==> src/rtl/assert_macros.svh <==
// Assertion macros shared by the relay filter RTL.
// No dependencies; include by bare file name.
`ifndef ASSERT_MACROS_SVH
`define ASSERT_MACROS_SVH

// Property checked on every rising edge outside reset.
`define ASSERT_PROP(label, clk, rst_n, prop, msg) \
  label: assert property (@(posedge clk) disable iff (!rst_n) prop) else $error(msg);

// Expression that must never be true outside reset.
`define ASSERT_NEVER(label, clk, rst_n, expr, msg) \
  label: assert property (@(posedge clk) disable iff (!rst_n) !(expr)) else $error(msg);

`endif

==> src/rtl/fdr_pkg.sv <==
// Types and constants of the flood relay duplicate filter.
// No dependencies; used by every module of the block but fdr_ram.
package fdr_pkg;

  localparam logic [7:0] MANUF_TYPE = 8'hFF;
  localparam logic [4:0] MIN_LEN    = 5'd2;

  localparam int CFG_ADDR_W = 3;
  localparam int CFG_DATA_W = 16;

  localparam logic [CFG_ADDR_W-1:0] CFG_OWN_NODE_ID     = 3'd0;
  localparam logic [CFG_ADDR_W-1:0] CFG_SENSOR_COMPANY  = 3'd1;
  localparam logic [CFG_ADDR_W-1:0] CFG_COMMAND_COMPANY = 3'd2;
  localparam logic [CFG_ADDR_W-1:0] CFG_SENSOR_LENGTH   = 3'd3;
  localparam logic [CFG_ADDR_W-1:0] CFG_COMMAND_LENGTH  = 3'd4;
  localparam logic [CFG_ADDR_W-1:0] CFG_SLEEP_CODE      = 3'd5;
  localparam logic [CFG_ADDR_W-1:0] CFG_MEASURE_CODE    = 3'd6;

  localparam logic [2:0] VERDICT_SKIPPED      = 3'd0;
  localparam logic [2:0] VERDICT_OWN_ECHO     = 3'd1;
  localparam logic [2:0] VERDICT_SENSOR_DUP   = 3'd2;
  localparam logic [2:0] VERDICT_SENSOR_RELAY = 3'd3;
  localparam logic [2:0] VERDICT_SENSOR_HELD  = 3'd4;
  localparam logic [2:0] VERDICT_CMD_DUP      = 3'd5;
  localparam logic [2:0] VERDICT_CMD_NEW      = 3'd6;

  // Queue between classifier and cache engine; power of two.
  localparam int QUEUE_DEPTH = 2;
  localparam int QPW         = $clog2(QUEUE_DEPTH);

  typedef enum logic [1:0] {
    KIND_SKIP,
    KIND_ECHO,
    KIND_SENSOR,
    KIND_COMMAND
  } kind_e;

  typedef struct packed {
    kind_e       kind;
    logic [15:0] key;   // {byte_two, byte_three}
    logic [7:0]  code;  // byte_three, command code
  } item_t;

  typedef struct packed {
    logic [7:0]  own_node_id;
    logic [15:0] sensor_company;
    logic [15:0] command_company;
    logic [4:0]  sensor_length;
    logic [4:0]  command_length;
    logic [7:0]  sleep_code;
    logic [7:0]  measure_code;
  } cfg_t;

  typedef struct packed {
    logic       sleeping;
    logic       wake_sensors;
    logic       relay;
    logic [2:0] verdict;
  } result_t;

endpackage

==> src/rtl/fdr_ram.sv <==
// Generic simple dual-port RAM, one write and one registered read port.
// No dependencies.
module fdr_ram #(
  parameter int WIDTH = 16,
  parameter int DEPTH = 16
) (
  input  logic                                 clk_i,
  input  logic                                 we_i,
  input  logic [((DEPTH > 1) ? $clog2(DEPTH) : 1)-1:0] waddr_i,
  input  logic [WIDTH-1:0]                     wdata_i,
  input  logic [((DEPTH > 1) ? $clog2(DEPTH) : 1)-1:0] raddr_i,
  output logic [WIDTH-1:0]                     rdata_o
);

  logic [WIDTH-1:0] mem_q [DEPTH];
  logic [WIDTH-1:0] rdata_q;

  always_ff @(posedge clk_i) begin
    if (we_i) begin
      mem_q[waddr_i] <= wdata_i;
    end
    rdata_q <= mem_q[raddr_i];
  end

  assign rdata_o = rdata_q;

endmodule

==> src/rtl/fdr_front.sv <==
// Record classifier: report tracking and sensor/command decision.
// Depends on fdr_pkg.
module fdr_front (
  input  logic              clk_i,
  input  logic              rst_ni,
  input  fdr_pkg::cfg_t     cfg_i,
  input  logic              in_valid_i,
  output logic              in_ready_o,
  input  logic              first_i,
  input  logic [7:0]        rtype_i,
  input  logic [4:0]        rlen_i,
  input  logic [15:0]       company_i,
  input  logic [7:0]        byte_two_i,
  input  logic [7:0]        byte_three_i,
  input  logic              q_full_i,
  output logic              push_o,
  output fdr_pkg::item_t    item_o
);

  logic matched_q, matched_d;
  logic prior, base, is_sens, is_cmd, accept;

  assign accept  = in_valid_i && !q_full_i;
  assign prior   = first_i ? 1'b0 : matched_q;
  assign base    = !prior && (rtype_i == fdr_pkg::MANUF_TYPE) && (rlen_i >= fdr_pkg::MIN_LEN);
  assign is_sens = base && (company_i == cfg_i.sensor_company)
                   && (rlen_i == cfg_i.sensor_length);
  assign is_cmd  = base && !is_sens && (company_i == cfg_i.command_company)
                   && (rlen_i == cfg_i.command_length);

  always_comb begin
    item_o.key  = {byte_two_i, byte_three_i};
    item_o.code = byte_three_i;
    if (is_sens) begin
      item_o.kind = (byte_two_i == cfg_i.own_node_id) ? fdr_pkg::KIND_ECHO
                                                      : fdr_pkg::KIND_SENSOR;
    end else if (is_cmd) begin
      item_o.kind = fdr_pkg::KIND_COMMAND;
    end else begin
      item_o.kind = fdr_pkg::KIND_SKIP;
    end
  end

  assign matched_d  = accept ? (prior || is_sens || is_cmd) : matched_q;
  assign in_ready_o = !q_full_i;
  assign push_o     = accept;

  always_ff @(posedge clk_i or negedge rst_ni) begin
    if (!rst_ni) begin
      matched_q <= 1'b0;
    end else begin
      matched_q <= matched_d;
    end
  end

endmodule

==> src/rtl/fdr_queue.sv <==
// Short FIFO of classified records between classifier and cache engine.
// Depends on fdr_pkg and assert_macros.svh.
`include "assert_macros.svh"

module fdr_queue (
  input  logic           clk_i,
  input  logic           rst_ni,
  input  logic           push_i,
  input  fdr_pkg::item_t item_i,
  output logic           full_o,
  output logic           valid_o,
  input  logic           pop_i,
  output fdr_pkg::item_t item_o
);

  fdr_pkg::item_t             entries_q [fdr_pkg::QUEUE_DEPTH];
  logic [fdr_pkg::QPW-1:0]    wr_ptr_q, rd_ptr_q;
  logic [fdr_pkg::QPW:0]      count_q, count_d;

  assign full_o  = (count_q == (fdr_pkg::QPW+1)'(fdr_pkg::QUEUE_DEPTH));
  assign valid_o = (count_q != '0);
  assign item_o  = entries_q[rd_ptr_q];

  always_comb begin
    case ({push_i, pop_i})
      2'b10:   count_d = count_q + (fdr_pkg::QPW+1)'(1);
      2'b01:   count_d = count_q - (fdr_pkg::QPW+1)'(1);
      default: count_d = count_q;
    endcase
  end

  always_ff @(posedge clk_i) begin
    if (push_i) begin
      entries_q[wr_ptr_q] <= item_i;
    end
  end

  // Depth is a power of two, so pointers wrap by overflow.
  always_ff @(posedge clk_i or negedge rst_ni) begin
    if (!rst_ni) begin
      wr_ptr_q <= '0;
      rd_ptr_q <= '0;
      count_q  <= '0;
    end else begin
      if (push_i) begin
        wr_ptr_q <= wr_ptr_q + fdr_pkg::QPW'(1);
      end
      if (pop_i) begin
        rd_ptr_q <= rd_ptr_q + fdr_pkg::QPW'(1);
      end
      count_q <= count_d;
    end
  end

  `ASSERT_NEVER(a_no_pop_empty, clk_i, rst_ni, pop_i && (count_q == '0), "queue popped while empty")
  `ASSERT_NEVER(a_no_push_full, clk_i, rst_ni, push_i && full_o && !pop_i, "queue pushed while full")

endmodule

==> src/rtl/fdr_back.sv <==
// Cache engine: ring cache search/insert, mode update, output register.
// Depends on fdr_pkg, fdr_ram and assert_macros.svh.
`include "assert_macros.svh"

module fdr_back #(
  parameter int SENSOR_SEEN_DEPTH  = 16,
  parameter int COMMAND_SEEN_DEPTH = 16
) (
  input  logic              clk_i,
  input  logic              rst_ni,
  input  fdr_pkg::cfg_t     cfg_i,
  input  logic              item_valid_i,
  input  fdr_pkg::item_t    item_i,
  output logic              item_pop_o,
  output logic              out_valid_o,
  input  logic              out_ready_i,
  output fdr_pkg::result_t  out_o
);

  localparam int SIW = (SENSOR_SEEN_DEPTH > 1) ? $clog2(SENSOR_SEEN_DEPTH) : 1;
  localparam int CIW = (COMMAND_SEEN_DEPTH > 1) ? $clog2(COMMAND_SEEN_DEPTH) : 1;
  localparam int MW  = (SIW > CIW) ? SIW : CIW;

  localparam logic [1:0] S_IDLE = 2'd0;
  localparam logic [1:0] S_SCAN = 2'd1;
  localparam logic [1:0] S_OUT  = 2'd2;

  logic [1:0]  state_q, state_d;
  logic        sel_cmd_q, sel_cmd_d;
  logic [15:0] key_q, key_d;
  logic [7:0]  code_q, code_d;
  logic [MW-1:0] scan_idx_q, scan_idx_d, cmp_idx_q, cmp_idx_d;
  logic        issue_q, issue_d, cmp_v_q, cmp_v_d;
  logic        mode_q, mode_d;
  logic [SIW-1:0] s_wptr_q, s_wptr_d;
  logic [CIW-1:0] c_wptr_q, c_wptr_d;
  // Rings fill in order from slot 0: below the write pointer is valid,
  // and once the pointer has wrapped every slot is.
  logic        s_full_q, s_full_d;
  logic        c_full_q, c_full_d;
  fdr_pkg::result_t res_q, res_d, out_q, out_d;
  logic        out_valid_q, out_valid_d;

  logic [15:0] s_rdata, c_rdata;
  logic        s_we, c_we, hit, done_miss, s_vld, c_vld;
  logic [MW-1:0] last_idx;

  fdr_ram #(.WIDTH(16), .DEPTH(SENSOR_SEEN_DEPTH)) u_sensor_ram (
    .clk_i   (clk_i),
    .we_i    (s_we),
    .waddr_i (s_wptr_q),
    .wdata_i (key_q),
    .raddr_i (scan_idx_q[SIW-1:0]),
    .rdata_o (s_rdata)
  );

  fdr_ram #(.WIDTH(16), .DEPTH(COMMAND_SEEN_DEPTH)) u_command_ram (
    .clk_i   (clk_i),
    .we_i    (c_we),
    .waddr_i (c_wptr_q),
    .wdata_i (key_q),
    .raddr_i (scan_idx_q[CIW-1:0]),
    .rdata_o (c_rdata)
  );

  // Compare stage sees the entry read in the previous cycle.
  assign last_idx  = sel_cmd_q ? MW'(COMMAND_SEEN_DEPTH - 1) : MW'(SENSOR_SEEN_DEPTH - 1);
  assign s_vld     = s_full_q || (cmp_idx_q < MW'(s_wptr_q));
  assign c_vld     = c_full_q || (cmp_idx_q < MW'(c_wptr_q));
  assign hit       = cmp_v_q && (sel_cmd_q ? (c_vld && (c_rdata == key_q))
                                           : (s_vld && (s_rdata == key_q)));
  assign done_miss = cmp_v_q && !hit && (cmp_idx_q == last_idx);
  assign s_we      = (state_q == S_SCAN) && done_miss && !sel_cmd_q;
  assign c_we      = (state_q == S_SCAN) && done_miss && sel_cmd_q;

  always_comb begin
    state_d     = state_q;
    sel_cmd_d   = sel_cmd_q;
    key_d       = key_q;
    code_d      = code_q;
    scan_idx_d  = scan_idx_q;
    cmp_idx_d   = cmp_idx_q;
    issue_d     = issue_q;
    cmp_v_d     = 1'b0;
    mode_d      = mode_q;
    s_wptr_d    = s_wptr_q;
    c_wptr_d    = c_wptr_q;
    s_full_d    = s_full_q;
    c_full_d    = c_full_q;
    res_d       = res_q;
    out_d       = out_q;
    out_valid_d = out_valid_q && !out_ready_i;
    item_pop_o  = 1'b0;

    case (state_q)
      S_IDLE: begin
        if (item_valid_i) begin
          item_pop_o         = 1'b1;
          key_d              = item_i.key;
          code_d             = item_i.code;
          sel_cmd_d          = (item_i.kind == fdr_pkg::KIND_COMMAND);
          res_d.relay        = 1'b0;
          res_d.wake_sensors = 1'b0;
          res_d.sleeping     = mode_q;
          scan_idx_d         = '0;
          issue_d            = 1'b1;
          case (item_i.kind)
            fdr_pkg::KIND_ECHO: begin
              res_d.verdict = fdr_pkg::VERDICT_OWN_ECHO;
              state_d       = S_OUT;
            end
            fdr_pkg::KIND_SENSOR, fdr_pkg::KIND_COMMAND: begin
              state_d = S_SCAN;
            end
            default: begin
              res_d.verdict = fdr_pkg::VERDICT_SKIPPED;
              state_d       = S_OUT;
            end
          endcase
        end
      end

      S_SCAN: begin
        if (issue_q) begin
          cmp_v_d   = 1'b1;
          cmp_idx_d = scan_idx_q;
          if (scan_idx_q == last_idx) begin
            issue_d = 1'b0;
          end else begin
            scan_idx_d = scan_idx_q + MW'(1);
          end
        end
        if (hit) begin
          res_d.verdict = sel_cmd_q ? fdr_pkg::VERDICT_CMD_DUP : fdr_pkg::VERDICT_SENSOR_DUP;
          state_d       = S_OUT;
        end else if (done_miss) begin
          state_d = S_OUT;
          if (sel_cmd_q) begin
            c_full_d = c_full_q || (c_wptr_q == CIW'(COMMAND_SEEN_DEPTH - 1));
            c_wptr_d = (c_wptr_q == CIW'(COMMAND_SEEN_DEPTH - 1)) ? '0
                                                                  : c_wptr_q + CIW'(1);
            res_d.verdict = fdr_pkg::VERDICT_CMD_NEW;
            res_d.relay   = 1'b1;
            // Sleep wins when both codes match.
            if (code_q == cfg_i.sleep_code) begin
              mode_d = 1'b1;
            end else if (code_q == cfg_i.measure_code) begin
              mode_d             = 1'b0;
              res_d.wake_sensors = 1'b1;
            end
          end else begin
            s_full_d = s_full_q || (s_wptr_q == SIW'(SENSOR_SEEN_DEPTH - 1));
            s_wptr_d = (s_wptr_q == SIW'(SENSOR_SEEN_DEPTH - 1)) ? '0
                                                                 : s_wptr_q + SIW'(1);
            res_d.verdict = mode_q ? fdr_pkg::VERDICT_SENSOR_HELD
                                   : fdr_pkg::VERDICT_SENSOR_RELAY;
            res_d.relay   = !mode_q;
          end
          res_d.sleeping = mode_d;
        end
      end

      S_OUT: begin
        if (!out_valid_q || out_ready_i) begin
          out_d       = res_q;
          out_valid_d = 1'b1;
          state_d     = S_IDLE;
        end
      end

      default: begin
        state_d = S_IDLE;
      end
    endcase
  end

  always_ff @(posedge clk_i) begin
    sel_cmd_q  <= sel_cmd_d;
    key_q      <= key_d;
    code_q     <= code_d;
    scan_idx_q <= scan_idx_d;
    cmp_idx_q  <= cmp_idx_d;
    res_q      <= res_d;
    out_q      <= out_d;
  end

  always_ff @(posedge clk_i or negedge rst_ni) begin
    if (!rst_ni) begin
      state_q     <= S_IDLE;
      issue_q     <= 1'b0;
      cmp_v_q     <= 1'b0;
      mode_q      <= 1'b0;
      s_wptr_q    <= '0;
      c_wptr_q    <= '0;
      s_full_q    <= 1'b0;
      c_full_q    <= 1'b0;
      out_valid_q <= 1'b0;
    end else begin
      state_q     <= state_d;
      issue_q     <= issue_d;
      cmp_v_q     <= cmp_v_d;
      mode_q      <= mode_d;
      s_wptr_q    <= s_wptr_d;
      c_wptr_q    <= c_wptr_d;
      s_full_q    <= s_full_d;
      c_full_q    <= c_full_d;
      out_valid_q <= out_valid_d;
    end
  end

  assign out_valid_o = out_valid_q;
  assign out_o       = out_q;

  `ASSERT_PROP(a_mode_only_on_new_cmd, clk_i, rst_ni, !$stable(mode_q) |-> $past((state_q == S_SCAN) && done_miss && sel_cmd_q), "mode changed outside a new command")
  `ASSERT_PROP(a_out_from_result, clk_i, rst_ni, $rose(out_valid_q) |-> $past(state_q == S_OUT), "output loaded outside the result state")

endmodule

==> src/rtl/flood_duplicate_filter_relay_core.sv <==
// Flood relay duplicate filter: classifier, queue and cache engine.
// A cached record gets one RAM read per entry, with a full search on a miss;
//   the engine takes the next record once the last result is in the output register.
// Reset (rst_ni, async low): cache fill flags, ring pointers, mode and the
//   report flag clear at once; no clearing pass. Config takes its reset values.
module flood_duplicate_filter_relay_core #(
  parameter int SENSOR_SEEN_DEPTH  = 16,  // 1..256
  parameter int COMMAND_SEEN_DEPTH = 16   // 1..256
) (
  input  logic                           clk_i,
  input  logic                           rst_ni,
  // Configuration write port
  input  logic                           cfg_we_i,
  input  logic [fdr_pkg::CFG_ADDR_W-1:0] cfg_addr_i,
  input  logic [fdr_pkg::CFG_DATA_W-1:0] cfg_wdata_i,
  // Record stream in
  input  logic                           s_axis_tvalid_i,
  output logic                           s_axis_tready_o,
  // [7:0] record_type, [12:8] record_len, [28:13] maker_id,
  // [36:29] byte_two, [44:37] byte_three, [47:45] zero
  input  logic [47:0]                    s_axis_tdata_i,
  // [0] first_in_report
  input  logic                           s_axis_tuser_i,
  // Verdict stream out
  output logic                           m_axis_tvalid_o,
  input  logic                           m_axis_tready_i,
  // [2:0] verdict, [3] relay, [4] wake_sensors, [5] sleeping, [7:6] zero
  output logic [7:0]                     m_axis_tdata_o
);

  fdr_pkg::cfg_t    cfg_q;
  fdr_pkg::item_t   front_item, q_item;
  fdr_pkg::result_t result;
  logic             push, q_full, q_valid, q_pop;

  // Config registers; writes outside the register list are dropped.
  always_ff @(posedge clk_i or negedge rst_ni) begin
    if (!rst_ni) begin
      cfg_q.own_node_id     <= 8'd0;
      cfg_q.sensor_company  <= 16'd0;
      cfg_q.command_company <= 16'd0;
      cfg_q.sensor_length   <= 5'd12;
      cfg_q.command_length  <= 5'd4;
      cfg_q.sleep_code      <= 8'd1;
      cfg_q.measure_code    <= 8'd2;
    end else if (cfg_we_i) begin
      case (cfg_addr_i)
        fdr_pkg::CFG_OWN_NODE_ID:     cfg_q.own_node_id     <= cfg_wdata_i[7:0];
        fdr_pkg::CFG_SENSOR_COMPANY:  cfg_q.sensor_company  <= cfg_wdata_i;
        fdr_pkg::CFG_COMMAND_COMPANY: cfg_q.command_company <= cfg_wdata_i;
        fdr_pkg::CFG_SENSOR_LENGTH:   cfg_q.sensor_length   <= cfg_wdata_i[4:0];
        fdr_pkg::CFG_COMMAND_LENGTH:  cfg_q.command_length  <= cfg_wdata_i[4:0];
        fdr_pkg::CFG_SLEEP_CODE:      cfg_q.sleep_code      <= cfg_wdata_i[7:0];
        fdr_pkg::CFG_MEASURE_CODE:    cfg_q.measure_code    <= cfg_wdata_i[7:0];
        default: ;
      endcase
    end
  end

  // Front: decides the record class and the report match per transaction.
  fdr_front u_front (
    .clk_i        (clk_i),
    .rst_ni       (rst_ni),
    .cfg_i        (cfg_q),
    .in_valid_i   (s_axis_tvalid_i),
    .in_ready_o   (s_axis_tready_o),
    .first_i      (s_axis_tuser_i),
    .rtype_i      (s_axis_tdata_i[7:0]),
    .rlen_i       (s_axis_tdata_i[12:8]),
    .company_i    (s_axis_tdata_i[28:13]),
    .byte_two_i   (s_axis_tdata_i[36:29]),
    .byte_three_i (s_axis_tdata_i[44:37]),
    .q_full_i     (q_full),
    .push_o       (push),
    .item_o       (front_item)
  );

  // Decouples intake from the cache search so records keep arriving while it has room.
  fdr_queue u_queue (
    .clk_i   (clk_i),
    .rst_ni  (rst_ni),
    .push_i  (push),
    .item_i  (front_item),
    .full_o  (q_full),
    .valid_o (q_valid),
    .pop_i   (q_pop),
    .item_o  (q_item)
  );

  // Back: ring caches in RAM, searched one entry per cycle, then mode update.
  fdr_back #(
    .SENSOR_SEEN_DEPTH  (SENSOR_SEEN_DEPTH),
    .COMMAND_SEEN_DEPTH (COMMAND_SEEN_DEPTH)
  ) u_back (
    .clk_i        (clk_i),
    .rst_ni       (rst_ni),
    .cfg_i        (cfg_q),
    .item_valid_i (q_valid),
    .item_i       (q_item),
    .item_pop_o   (q_pop),
    .out_valid_o  (m_axis_tvalid_o),
    .out_ready_i  (m_axis_tready_i),
    .out_o        (result)
  );

  assign m_axis_tdata_o = {2'b00, result.sleeping, result.wake_sensors,
                           result.relay, result.verdict};

endmodule
==> config.mk <==
export PLATFORM = sky130hd
export DESIGN_NAME = flood_duplicate_filter_relay_core
export DESIGN_NICKNAME = d
export VERILOG_FILES = /design/src/rtl/fdr_pkg.sv /design/src/rtl/fdr_ram.sv /design/src/rtl/fdr_front.sv /design/src/rtl/fdr_queue.sv /design/src/rtl/fdr_back.sv /design/src/rtl/flood_duplicate_filter_relay_core.sv
export VERILOG_INCLUDE_DIRS = /design/src /design/src/rtl
export SDC_FILE = /design/constraint.sdc
export NUM_CORES = 1
export LEC_CHECK = 0
export ABC_CLOCK_PERIOD_IN_PS = 3400
export BUFFER_PORTS_ARGS = -buffer_cell sky130_fd_sc_hd__buf_2
export CAP_MARGIN = 10
export CORE_MARGIN = 5
export CORE_UTILIZATION = 40
export CTS_CLUSTER_DIAMETER = 30
export CTS_CLUSTER_SIZE = 8
export DETAILED_ROUTE_END_ITERATION = 7
export PLACE_DENSITY = 0.59
export SLEW_MARGIN = 20
export SYNTH_ARGS = -nofsm -noshare
export SYNTH_HDL_FRONTEND = slang
export SYNTH_SLANG_ARGS = --single-unit
==> constraint.sdc <==
create_clock -name clk_i -period 3.4 [get_ports clk_i]
set_input_delay 0.51 -clock clk_i [delete_from_list [all_inputs] [get_ports clk_i]]
set_output_delay 0.51 -clock clk_i [all_outputs]
set_load 0.02 [all_outputs]
==> results.md, run 1 <==
* Crit path largest cell delay at 0.41 ns
* Core area at 68,300 sq um
* Commonest cells after routing, fill and taps aside: 585 x edfxtp_1, 160 x mux4_2, 142 x clkbuf_16
* Critical Path, Cell by Cell: buf_4 -> xor2_1 -> nor4_1 -> nand4_1 -> nor4_2 -> buf_4 -> nor4_2 -> buf_12 -> and3_1 -> and2_1 -> buf_4
* Asr flop ratio synth at 0.124
* Initial antenna violation count at 1
* Cell Area, Synth at 27,500 sq um
* Final HPWL DP at 37,700 um
* IO Pins at 83
* Hold buffers post-CTS at 10
* R2r startpoint: u_back.key_q[12]
* Maximum clock path buffer count at 3
* TritonCTS buffer count at 138
* Hold Crit Class: in -> reg
* Static leakage at 12.0 nW
* Slew @ Worst Pin at 1.05 ns
* Status: finished clean
* Final Hold Vio Count at 0
* Max FO, Critical Path at 34
* Most used DFF post-synth: edfxtp_1
* Wire per inst at 24.3 um
* Commonest non-fill, non-tap cell in the layout: edfxtp_1
* Hold path startpoint: s_axis_tdata_i[33]
* Nets at 1,670
* Synth unique cells at 55
* CP Buf/Inv Count at 4
* Max_cap viols at 0
* Placement Rows at 96
* Placer Congestion at 0.800
* Avg Cell Area, Syn at 21.0 sq um
* Share of cells above drive strength 1 at 0.378
* Post-Syn Instances at 1,310
* Setup TNS at 0 ns
* GR Overflow Total at 0
* # diodes at 0
* Fillers at 5,358
* Total GRT Usage at 0.172
* Slowest cell on crit path: nor4_2
* RSZ-0062 raised after global routing: false
* Clock Skew at 0.0305 ns
* Most frequent CP cell: buf_4
* CTS clock-pin slew for the worst setup and hold paths at 0.04 ns
* Via count at 13,600
* Slew Viols, Final at 0
* Iteration count of the initial detailed-routing pass at 5
* Maximum clock frequency at 310 MHz
* Crit. End Element: flip-flop
* Crit Path Class: reg -> reg
* Min cycle time layout at 3.22 ns
* First-pass GRT wire length at 94,500 um
* CP Data Arrival Time at 3.58 ns
* Die area at 74,100 sq um
* Top delay family on crit path: simple AND/OR/NAND/NOR gates
* Largest net degree at the start of global routing at 88
* Vias in the first global route at 15,000
* Die span in x at 272 um
* Pwr Total at 31.5 mW
* Post-CTS Resized at 0
* Post-synthesis sequential area ratio at 0.742
* Final ANT Viol Nets at 0
* Initial Utilization at 0.402
* Max transition margin at 0.298
* H-Tree Depth at 4
* Drt total wl at 62,500 um
* Maximum vdd drop at 0.568 mV
* Clock Latency Late Sink at 0.70 ns
* TritonCTS clock tree: done
* Clock sink count at 704
* Fin crit share at 0.948
* Drt drc at 0
* Dpl cell area at 29,900 sq um
* Final instance area at 34,600 sq um
* Worst Setup SP: u_back.key_q[12]
* Power per Cell Area at 911 nW/um^2
* PortBufs at 77
* Post-CTS Setup Bufs at 0
* DRT iter0 DRCs at 1,079
* CP Data Required Time at 3.76 ns
* Clk root buf: clkbuf_16
* Die H at 272 um
* Setup-failing EPs final at 0
* #FFs+latches synth at 704
* CP startpoint kind: flip-flop
* Via density at 5.30
* R2r setup slk at 0.18 ns
* Synthesis-to-finish area growth at 25.7%
* Synth Warn # at 0
* Post-synth EDFFs at 585
-- sequential cells by signal, indices dropped and copies added (netlist names), 2 cells and up --
register / count
cfg_q: 66
u_back.c_wptr_q: 4
u_back.cmp_idx_q: 4
u_back.code_q: 7
u_back.key_q: 9
u_back.out_o: 6
u_back.res_q: 6
u_back.s_wptr_q: 4
u_back.scan_idx_q: 4
u_back.state_q: 2
u_back.u_command_ram.mem_q: 256
u_back.u_command_ram.rdata_o: 16
u_back.u_sensor_ram.mem_q: 256
u_back.u_sensor_ram.rdata_o: 16
u_queue.count_q: 2
u_queue.entries_q: 36
-- layout make-up --
class	instances	area (sq um)	share of cell area
flip-flops and latches	704	20400	0.590
multi-input cells	548	6860	0.198
clock buffers	184	3820	0.111
repair buffers	178	1620	0.0467
well taps	882	1100	0.0319
clock inverters	66	744	0.0215
inverters	11	41.3	0.00119
-- stage by stage --
stage           util  worst slack (ns)  cells  hold WS, ns
3_5_place_dp   0.437             0.120   2312        0.411
2_1_floorplan      -             0.471   1311        0.214
4_1_cts        0.506             0.102   2572      0.00167
5_1_grt        0.506            0.0296   2573       0.0166
3_3_place_gp   0.437             0.147   2312        0.441
6_report       0.506             0.178   2573       0.0499
-- worst paths after layout --
| kind | to | cells past startpoint |
|---|---|---|
| min reg2reg | u_back.out_o[2] | 0 |
| max in group asynchronous | u_back.s_full_q | 2 |
| max reg2reg | u_back.u_command_ram.mem_q[12][1] | 11 |
| max | u_back.u_command_ram.mem_q[12][1] | 11 |
| min in group asynchronous | cfg_q[55] | 2 |
| min | u_queue.entries_q[0][20] | 1 |
-- cell families (layout without fill, tap and decap cells) --
| kind of cell | Yosys count | in the layout | share of synthesized area |
|---|---|---|---|
| compound gates | 28 | 28 | 0.00687 |
| xor+xnor | 107 | 107 | 0.0341 |
| fa+ha+maj | 16 | 16 | 0.00728 |
| buf+inv | 59 | 439 | 0.00928 |
| flops | 704 | 704 | 0.742 |
| mux | 249 | 249 | 0.167 |
| other cells | 1 | 2 | 0.000136 |
| simple gates | 146 | 146 | 0.0334 |
-- worst reg2reg max path, stage by stage, from the launching register on --
cell and delay [ns]:
edfxtp_1 0.32, buf_4 0.36, xor2_1 0.43, nor4_1 0.13, nand4_1 0.20, nor4_2 0.07, buf_4 0.16, nor4_2 0.41
buf_12 0.19, and3_1 0.18, and2_1 0.17, buf_4 0.26
-- where the power goes --
part	internal [mW]	total [mW]	switching [mW]
clock network	8.72	13.0	4.33
logic	3.09	6.58	3.49
registers	11.1	11.9	0.734
-- metal layers --
| layer | GRT usage | wire length (um) | share of wire | up-vias |
|---|---|---|---|---|
| li1 | - | - | - | 5922 |
| met1 | 0.228 | 26200 | 0.42 | 7151 |
| met2 | 0.278 | 30700 | 0.49 | 455 |
| met3 | 0.0462 | 3950 | 0.063 | 114 |
| met4 | 0.0599 | 1690 | 0.027 | 0 |
| met5 | 0 | 0 | 0 | - |
-- synth_stat cells (all sizes together), types with 2 or more instances --
cell type  count  share of area
xnor2         36          0.011
a21oi          3        0.00055
and3           6         0.0015
nor3b          2        0.00091
mux4         160           0.13
xor2          71          0.023
or2            3        0.00068
clkbuf        24         0.0033
nor4          19         0.0050
a21o           3        0.00082
buf           24         0.0045
and2          16         0.0036
nor3           8         0.0016
dfstp          5         0.0048
nor2          19         0.0026
dfxtp         32          0.023
dfrtp         82          0.075
nand2b         5         0.0011
nand4b         3        0.00096
o31ai          2        0.00055
o21ai          8         0.0015
ha            16         0.0073
nand4         12         0.0027
a211oi         2        0.00055
nand3         12         0.0022
o21a           3        0.00086
mux2i          3         0.0011
mux2          86          0.035
inv           11         0.0015
edfxtp       585           0.64
nand2         16         0.0022
and4          19         0.0062
nor2b          3        0.00068
Note: power is estimated with default switching activity, not from simulation.
==> run 2: changes to the inputs <==
--- a/config.mk
+++ b/config.mk
@@ -10,11 +10,11 @@
 export BUFFER_PORTS_ARGS = -buffer_cell sky130_fd_sc_hd__buf_2
 export CAP_MARGIN = 10
 export CORE_MARGIN = 5
-export CORE_UTILIZATION = 40
+export CORE_UTILIZATION = 62
 export CTS_CLUSTER_DIAMETER = 30
 export CTS_CLUSTER_SIZE = 8
 export DETAILED_ROUTE_END_ITERATION = 7
-export PLACE_DENSITY = 0.59
+export PLACE_DENSITY = 0.83
 export SLEW_MARGIN = 20
 export SYNTH_ARGS = -nofsm -noshare
 export SYNTH_HDL_FRONTEND = slang
==> results.md, run 2 (synthesized netlist as in run 1, its figures left out) <==
* Min cycle time layout at 3.41 ns (+0.188 ns)
* Maximum clock path buffer count at 3 (unchanged)
* Largest regs: u_back.u_command_ram.mem_q (256), u_back.u_sensor_ram.mem_q (256), cfg_q (66)
* Slew Viols, Final at 0 (unchanged)
* TritonCTS buffer count at 116 (-16%)
* Final HPWL DP at 36,900 um (-2.1%)
* Max_cap viols at 0 (unchanged)
* Drt drc at 0 (unchanged)
* Vias in the first global route at 16,100 (+7.3%)
* Die area at 48,700 sq um (-34%)
* Maximum vdd drop at 0.878 mV (+54%)
* Max transition margin at 0.417 (+0.119)
* Hold Crit Class: in -> reg
* Setup WS pre-CTS at -0.0440 ns (-0.164 ns)
* Fin crit share at 1.00 (+0.0552)
* Fillers at 2,062 (-62%)
* Crit path largest cell delay at 0.50 ns (+0.09 ns)
* Static leakage at 11.6 nW (-3.3%)
* Synthesis-to-finish area growth at 21.2%
* Setup ws final at -0.00910 ns (-0.188 ns)
* Commonest non-fill, non-tap cell in the layout: edfxtp_1
* PortBufs at 77 (unchanged)
* Int Pwr at 21.2 mW (-7.7%)
* Final ANT Viol Nets at 0 (unchanged)
* Clock Skew at 0.0405 ns (+0.0100 ns)
* Dpl cell area at 29,600 sq um (-0.90%)
* Max FO, Critical Path at 16 (-53%)
* Placement Rows at 77 (-20%)
* Power per Cell Area at 902 nW/um^2 (-0.95%)
* Crit Path Class: reg -> reg
* Reg2Reg Depth at 10 (-1)
* Clk root buf: clkbuf_16
* Sw Pwr at 8.91 mW (+4.2%)
* Setup-failing EPs final at 16 (+16)
* CTS clock-pin slew for the worst setup and hold paths at 0.05 ns (about the same)
* CP Data Required Time at 3.74 ns (-0.02 ns)
* GR Overflow Total at 0 (unchanged)
* Via density at 6.70 (+26%)
* Slowest cell on crit path: dfrtp_1
* DRT iter0 DRCs at 2,226 (+110%)
* Comb power frac at 0.242 (+0.033)
* Hold Crit Depth at 1 (unchanged)
* Die H at 221 um (-19%)
* Violated checks: negative setup slack
* Iteration count of the initial detailed-routing pass at 5 (unchanged)
* Via count at 15,100 (+11%)
* Wire per inst at 32.4 um (+34%)
* Commonest cells after routing, fill and taps aside: 585 x edfxtp_1, 160 x mux4_2, 116 x clkbuf_16
* Nets at 1,656 (-0.84%)
* Clock Latency Late Sink at 0.67 ns (-0.03 ns)
* CP startpoint kind: flip-flop
* Total GRT Usage at 0.310 (+0.138)
* R2r startpoint: u_back.s_wptr_q[3]
* # diodes at 0 (unchanged)
* Crit. End Element: flip-flop
* Initial Utilization at 0.625 (+0.222)
* Critical Path, Cell by Cell: inv_1 -> ha_1 -> nor2_1 -> a211oi_1 -> nor4_2 -> buf_4 -> nor4_4 -> and3_1 -> and2_1 -> buf_12
* IO Pins at 83 (unchanged)
* First-pass GRT wire length at 108,000 um (+15%)
* Switching part of the total at 0.296 (+0.0248)
* Clock network power share at 0.364 (-0.050)
* Clock sink count at 704 (unchanged)
* TritonCTS clock tree: done
* Die span in x at 221 um (-19%)
* Worst Setup SP: u_back.s_wptr_q[3]
* Flop pwr share at 0.393 (+0.016)
* Maximum clock frequency at 293 MHz (-5.5%)
* H-Tree Depth at 3 (-1)
* Final Hold Vio Count at 0 (unchanged)
* Hold path startpoint: s_axis_tdata_i[37]
* CP Data Arrival Time at 3.75 ns (+0.17 ns)
* Slew @ Worst Pin at 0.875 ns (-0.178 ns)
* Placer Congestion at 0.838 (+4.7%)
* Final instance area at 33,300 sq um (-3.6%)
* Initial antenna violation count at 1 (unchanged)
* Drt total wl at 73,300 um (+17%)
* Share of cells above drive strength 1 at 0.367 (-0.0108)
* Status: finished with violations
* Largest net degree at the start of global routing at 68 (-23%)
* Core area at 44,000 sq um (-36%)
## run 2: cell types whose count changed in the layout (fill, tap and decap cells not counted), moves of 3 or more
cell	change
buf_4	+20
bufinv_16	-7
clkbuf_1	+20
clkbuf_16	-26
clkinv_1	-5
clkinv_2	-5
clkinvlp_4	-4
dlygate4sd3_1	-10
inv_6	-3
## run 2: timing repair
action                                  4_1_cts  5_1_grt
cloned                                        0        0
hold endpoints to repair                     35        0
endpoints found under the setup margin      270      205
hold buffers                                  1        0
pin swaps                                     0        1
buffers inserted                              0        4
resized for setup                             3        2
## run 2: routing by layer
layer  global-route usage  share of wire
met2                0.496           0.49
met3               0.0776           0.11
met1                0.420           0.35
met4                0.127          0.043
met5                    0              0
## run 2: path summary, 6_finish.rpt
kind / endpoint / slack [ns]
min in group asynchronous: u_back.state_q[0] / 0.40
max in group asynchronous: cfg_q[23] / 2.17
setup reg to reg: u_back.u_command_ram.mem_q[6][11] / -0.009
hold reg to reg: u_back.out_o[4] / 0.46
setup / recovery: u_back.u_command_ram.mem_q[6][11] / -0.009
hold / removal: u_queue.entries_q[1][8] / 0.03
## run 2: area by class of cell
type | count | area (sq um) | share of cell area
flip-flops and latches | 704 | 20400 | 0.612
multi-input cells | 548 | 6890 | 0.207
clock buffers | 179 | 3260 | 0.0978
repair buffers | 186 | 1630 | 0.0490
well taps | 592 | 741 | 0.0222
clock inverters | 39 | 379 | 0.0114
inverters | 11 | 41.3 | 0.00124
## run 2: critical path, delay by kind of cell (launching register included)
family / cells / cell delay, ns
AOI/OAI and AO/OA: 1 / 0.29
and+or+nand+nor: 5 / 1.29
DFF: 1 / 0.50
buffers and inverters: 3 / 0.59
adders and majority gates: 1 / 0.40
## run 2: power groups by stage
stage	Sequential (mW)	Clock, mW	Combinational [mW]
floorplan	12.1	0	4.05
global placement	11.8	0	6.51
detailed placement	11.9	0	6.77
CTS	11.8	11.0	7.20
global route	11.9	11.5	7.63
finish	11.8	11.0	7.29
## run 2: through the flow
stage | TNS [ns] | hold slack [ns] | cells | power (mW) | util
after floorplan | 0 | 0.214 | 1311 | 16.1 | -
after global placement | 0 | 0.436 | 2036 | 18.3 | 0.673
after detailed placement | -2.45 | 0.410 | 2036 | 18.6 | 0.673
after CTS | 0 | 0.0139 | 2255 | 30.0 | 0.756
after global routing | -0.00699 | 0.0230 | 2259 | 31.0 | 0.757
final | -0.0652 | 0.0315 | 2259 | 30.1 | 0.757
==> run 3: changes to the inputs <==
--- a/config.mk
+++ b/config.mk
@@ -14,8 +14,9 @@
 export CTS_CLUSTER_DIAMETER = 30
 export CTS_CLUSTER_SIZE = 8
 export DETAILED_ROUTE_END_ITERATION = 7
-export PLACE_DENSITY = 0.83
+export PLACE_DENSITY = 0.81
 export SLEW_MARGIN = 20
 export SYNTH_ARGS = -nofsm -noshare
 export SYNTH_HDL_FRONTEND = slang
+export SYNTH_HIERARCHICAL = 1
 export SYNTH_SLANG_ARGS = --single-unit
==> results.md, run 3 <==
* Status: finished clean
* Crit. End Element: flip-flop
* Critical path destination: u_back/u_sensor_ram/mem_q[1][3]
* Dpl cell area at 30,300 sq um (+2.4%)
* Commonest cells after routing, fill and taps aside: 609 x edfxtp_1, 125 x clkbuf_16, 109 x buf_4
* Maximum clock frequency at 300 MHz (+2.2%)
* Post-synthesis compound-gate area fraction at 0.0258 (+0.0190)
* Clock sink count at 728 (+3.4%)
* Placement Rows at 79 (+2.6%)
* Final hold slack at 0.0932 ns (+0.0617 ns)
* Synth area leaders: edfxtp_1 64%, mux4_2 8.5%, dfrtp_1 7.1%
* Hold Crit Depth at 1 (unchanged)
* Final instance area at 34,300 sq um (+2.9%)
* Area taken by multi-input logic gates at 7100 sq um (+3.0%)
* Fillers at 2,393 (+16%)
* Slew @ Worst Pin at 0.935 ns (+0.0601 ns)
* Synth Warn # at 6 (+6)
* Min cycle time layout at 3.33 ns (-0.0742 ns)
* TritonCTS buffer count at 119 (+2.6%)
* Drt total wl at 66,600 um (-9.0%)
* Most used DFF post-synth: edfxtp_1
* Maximum clock path buffer count at 3 (unchanged)
* Clock Skew at 0.0228 ns (-0.0177 ns)
* Synthesis-to-finish area growth at 19.3%
* Simple-gate area share of the yosys netlist at 0.0354 (+0.00202)
* Synth area leader: edfxtp_1
* Register Area at 21,100 sq um (+3.5%)
* CP Data Required Time at 3.71 ns (-0.03 ns)
* Crit Path Class: reg -> reg
* Static leakage at 12.2 nW (+4.9%)
* Placed cell count at 2,165 (+6.3%)
* TritonCTS clock tree: done
* GR Overflow Total at 0 (unchanged)
* Die span in x at 225 um (+2.2%)
* R2r startpoint: u_back/key_q[15]
* Maximum vdd drop at 0.609 mV (-31%)
* XOR/XNOR Fraction of Synth Area at 0.0337 (-0.000407)
* Max transition margin at 0.377 (-0.0401)
* H-Tree Depth at 3 (unchanged)
* Share of cells above drive strength 1 at 0.334 (-0.0332)
* Most common cell in the netlist: edfxtp_1
* Final HPWL DP at 36,500 um (-1.0%)
* Die area at 50,800 sq um (+4.4%)
* Drt drc at 0 (unchanged)
* Initial antenna violation count at 0 (-1)
* Synth Area in Adders at 0.00435 (-0.00293)
* Largest family of logic cells by synthesized area: multiplexers
* Nets at 1,768 (+6.8%)
* Fin util at 0.741 (-0.0157)
* Vias in the first global route at 16,400 (+2.0%)
* Max FO, Critical Path at 16 (unchanged)
* Final ANT Viol Nets at 0 (unchanged)
* Reg2Reg Depth at 9 (-1)
* Die H at 225 um (+2.2%)
* Iteration count of the initial detailed-routing pass at 6 (+1)
* Top cell type's share of synthesized area at 0.636 (-0.00296)
* Placer Congestion at 0.836 (-0.20%)
* Cell Area, Synth at 28,800 sq um (+4.6%)
* #FFs+latches synth at 728 (+3.4%)
* Post-synth EDFFs at 609 (+4.1%)
* Fin crit share at 0.981 (-0.0218)
* CTS clock-pin slew for the worst setup and hold paths at 0.05 ns (about the same)
* Avg Cell Area, Syn at 19.8 sq um (-5.5%)
* Synth unique cells at 64 (+16%)
* Worst Setup SP: u_back/key_q[15]
* CP Data Arrival Time at 3.64 ns (-0.11 ns)
* Via density at 6.40 (-4.4%)
* Max_cap viols at 0 (unchanged)
* Core area at 46,300 sq um (+5.1%)
* First-pass GRT wire length at 102,000 um (-6.1%)
* Setup-failing EPs final at 0 (-16)
* Hold Crit Class: in -> reg
* # diodes at 0 (unchanged)
* CP startpoint kind: flip-flop
* Initial Utilization at 0.622 (-0.00286)
* Commonest non-fill, non-tap cell in the layout: edfxtp_1
* Top post-synthesis cells by count: 609 x edfxtp_1, 108 x mux4_2, 82 x dfrtp_1, 68 x xor2_1, 66 x a22oi_1
* Wire per inst at 27.8 um (-14%)
* Via count at 15,300 (+1.4%)
* Post-synthesis sequential area ratio at 0.734 (-0.00746)
* Power per Cell Area at 905 nW/um^2 (+0.39%)
* R2r setup slk at 0.07 ns (+0.07 ns)
* Asr flop ratio synth at 0.120 (-0.00407)
* PortBufs at 77 (unchanged)
* DRT iter0 DRCs at 1,939 (-13%)
* Worst reg2reg endpoint: u_back/u_sensor_ram/mem_q[1][3]
* Post-Syn Instances at 1,450 (+11%)
* IO Pins at 83 (unchanged)
* Largest net degree at the start of global routing at 62 (-8.8%)
* Final Hold Vio Count at 0 (unchanged)
* Slew Viols, Final at 0 (unchanged)
* Clock Latency Late Sink at 0.65 ns (-0.02 ns)
* Largest regs: u_back/u_command_ram/mem_q (256), u_back/u_sensor_ram/mem_q (256), cfg_q (66)
* Post-synthesis mux area share at 0.145 (-0.0224)
* Cell Count, Final, Fillers Out at 2,395 (+6.0%)
* Clk root buf: clkbuf_16
* Total GRT Usage at 0.270 (-0.0409)
[run 3: cell count changes after synthesis, moves of 8 or more]
cell / before / now
nand2_1: 16 / 43
nor3_1: 7 / 15
mux2_2: 84 / 56
buf_2: 15 / 7
buf_4: 4 / 32
edfxtp_1: 585 / 609
buf_6: 0 / 13
mux4_2: 160 / 108
and4_1: 17 / 0
nor2_1: 19 / 45
a22oi_1: 1 / 66
and2_1: 16 / 6
mux4_1: 0 / 20
mux2_4: 1 / 39
[run 3: worst min path at each step]
stage                        from                  endpoint
3_5_place_dp      u_back/res_q[0]           u_back/out_o[0]
6_report       s_axis_tdata_i[38]   u_queue/entries_q[0][9]
2_1_floorplan              rst_ni                  cfg_q[0]
4_1_cts        s_axis_tdata_i[38]   u_queue/entries_q[1][1]
5_1_grt        s_axis_tdata_i[40]  u_queue/entries_q[1][11]
3_3_place_gp      u_back/res_q[4]           u_back/out_o[4]
[run 3: cell type report]
type | count | area share
sequential | 728 | 0.615
multi-input combinational | 628 | 0.207
clock buffer | 196 | 0.104
timing repair buffer | 193 | 0.0393
tap | 607 | 0.0221
clock inverter | 28 | 0.0108
inverter | 15 | 0.00164
[run 3: worst max-delay path: stages, from the launching register on]
cell	delay, ns
edfxtp_1	0.59
xor2_1	0.28
nor3_1	0.07
nand4_1	0.21
nor4_2	0.07
buf_4	0.18
nor3_1	0.55
or3b_2	0.60
nor2_2	0.15
buf_4	0.29
[run 3: metrics by stage]
stage                     total power, mW  worst slack [ns]  setup TNS, ns
after detailed placement             19.2             0.186              0
after CTS                            31.1            0.0157              0
after global placement               18.9             0.185              0
final                                31.1            0.0651              0
after global routing                 32.2           -0.0255         -0.437
after floorplan                      16.9            -0.239         -15.63
[run 3: layer usage]
layer,GRT usage,wire length (um),vias to the layer above
met1,0.355,24000,7799
met3,0.0637,6890,198
met4,0.126,2990,0
met2,0.434,32800,1052
met5,0,0,-
li1,-,-,6290
[run 3: what timing repair did]
item                       4_1_cts  5_1_grt
hold endpoints to repair        56        0
setup endpoints to repair        7      160
setup buffers                    0        5
resized for setup                1        0
pin swaps                        0        0
hold buffers                     1        0
[run 3: where the power goes]
part           internal, mW  switching [mW]
sequential             11.6           0.815
clock                  7.65            3.94
combinational          2.98            4.05
total                  22.2            8.81
[run 3: cells by family after synthesis]
kind of cell,after synthesis
AOI/OAI and AO/OA,99
muxes,223
adders and majority gates,10
other,1
and+or+nand+nor,186
buffers and inverters,95
xor gates and xnor gates,108
DFF,728
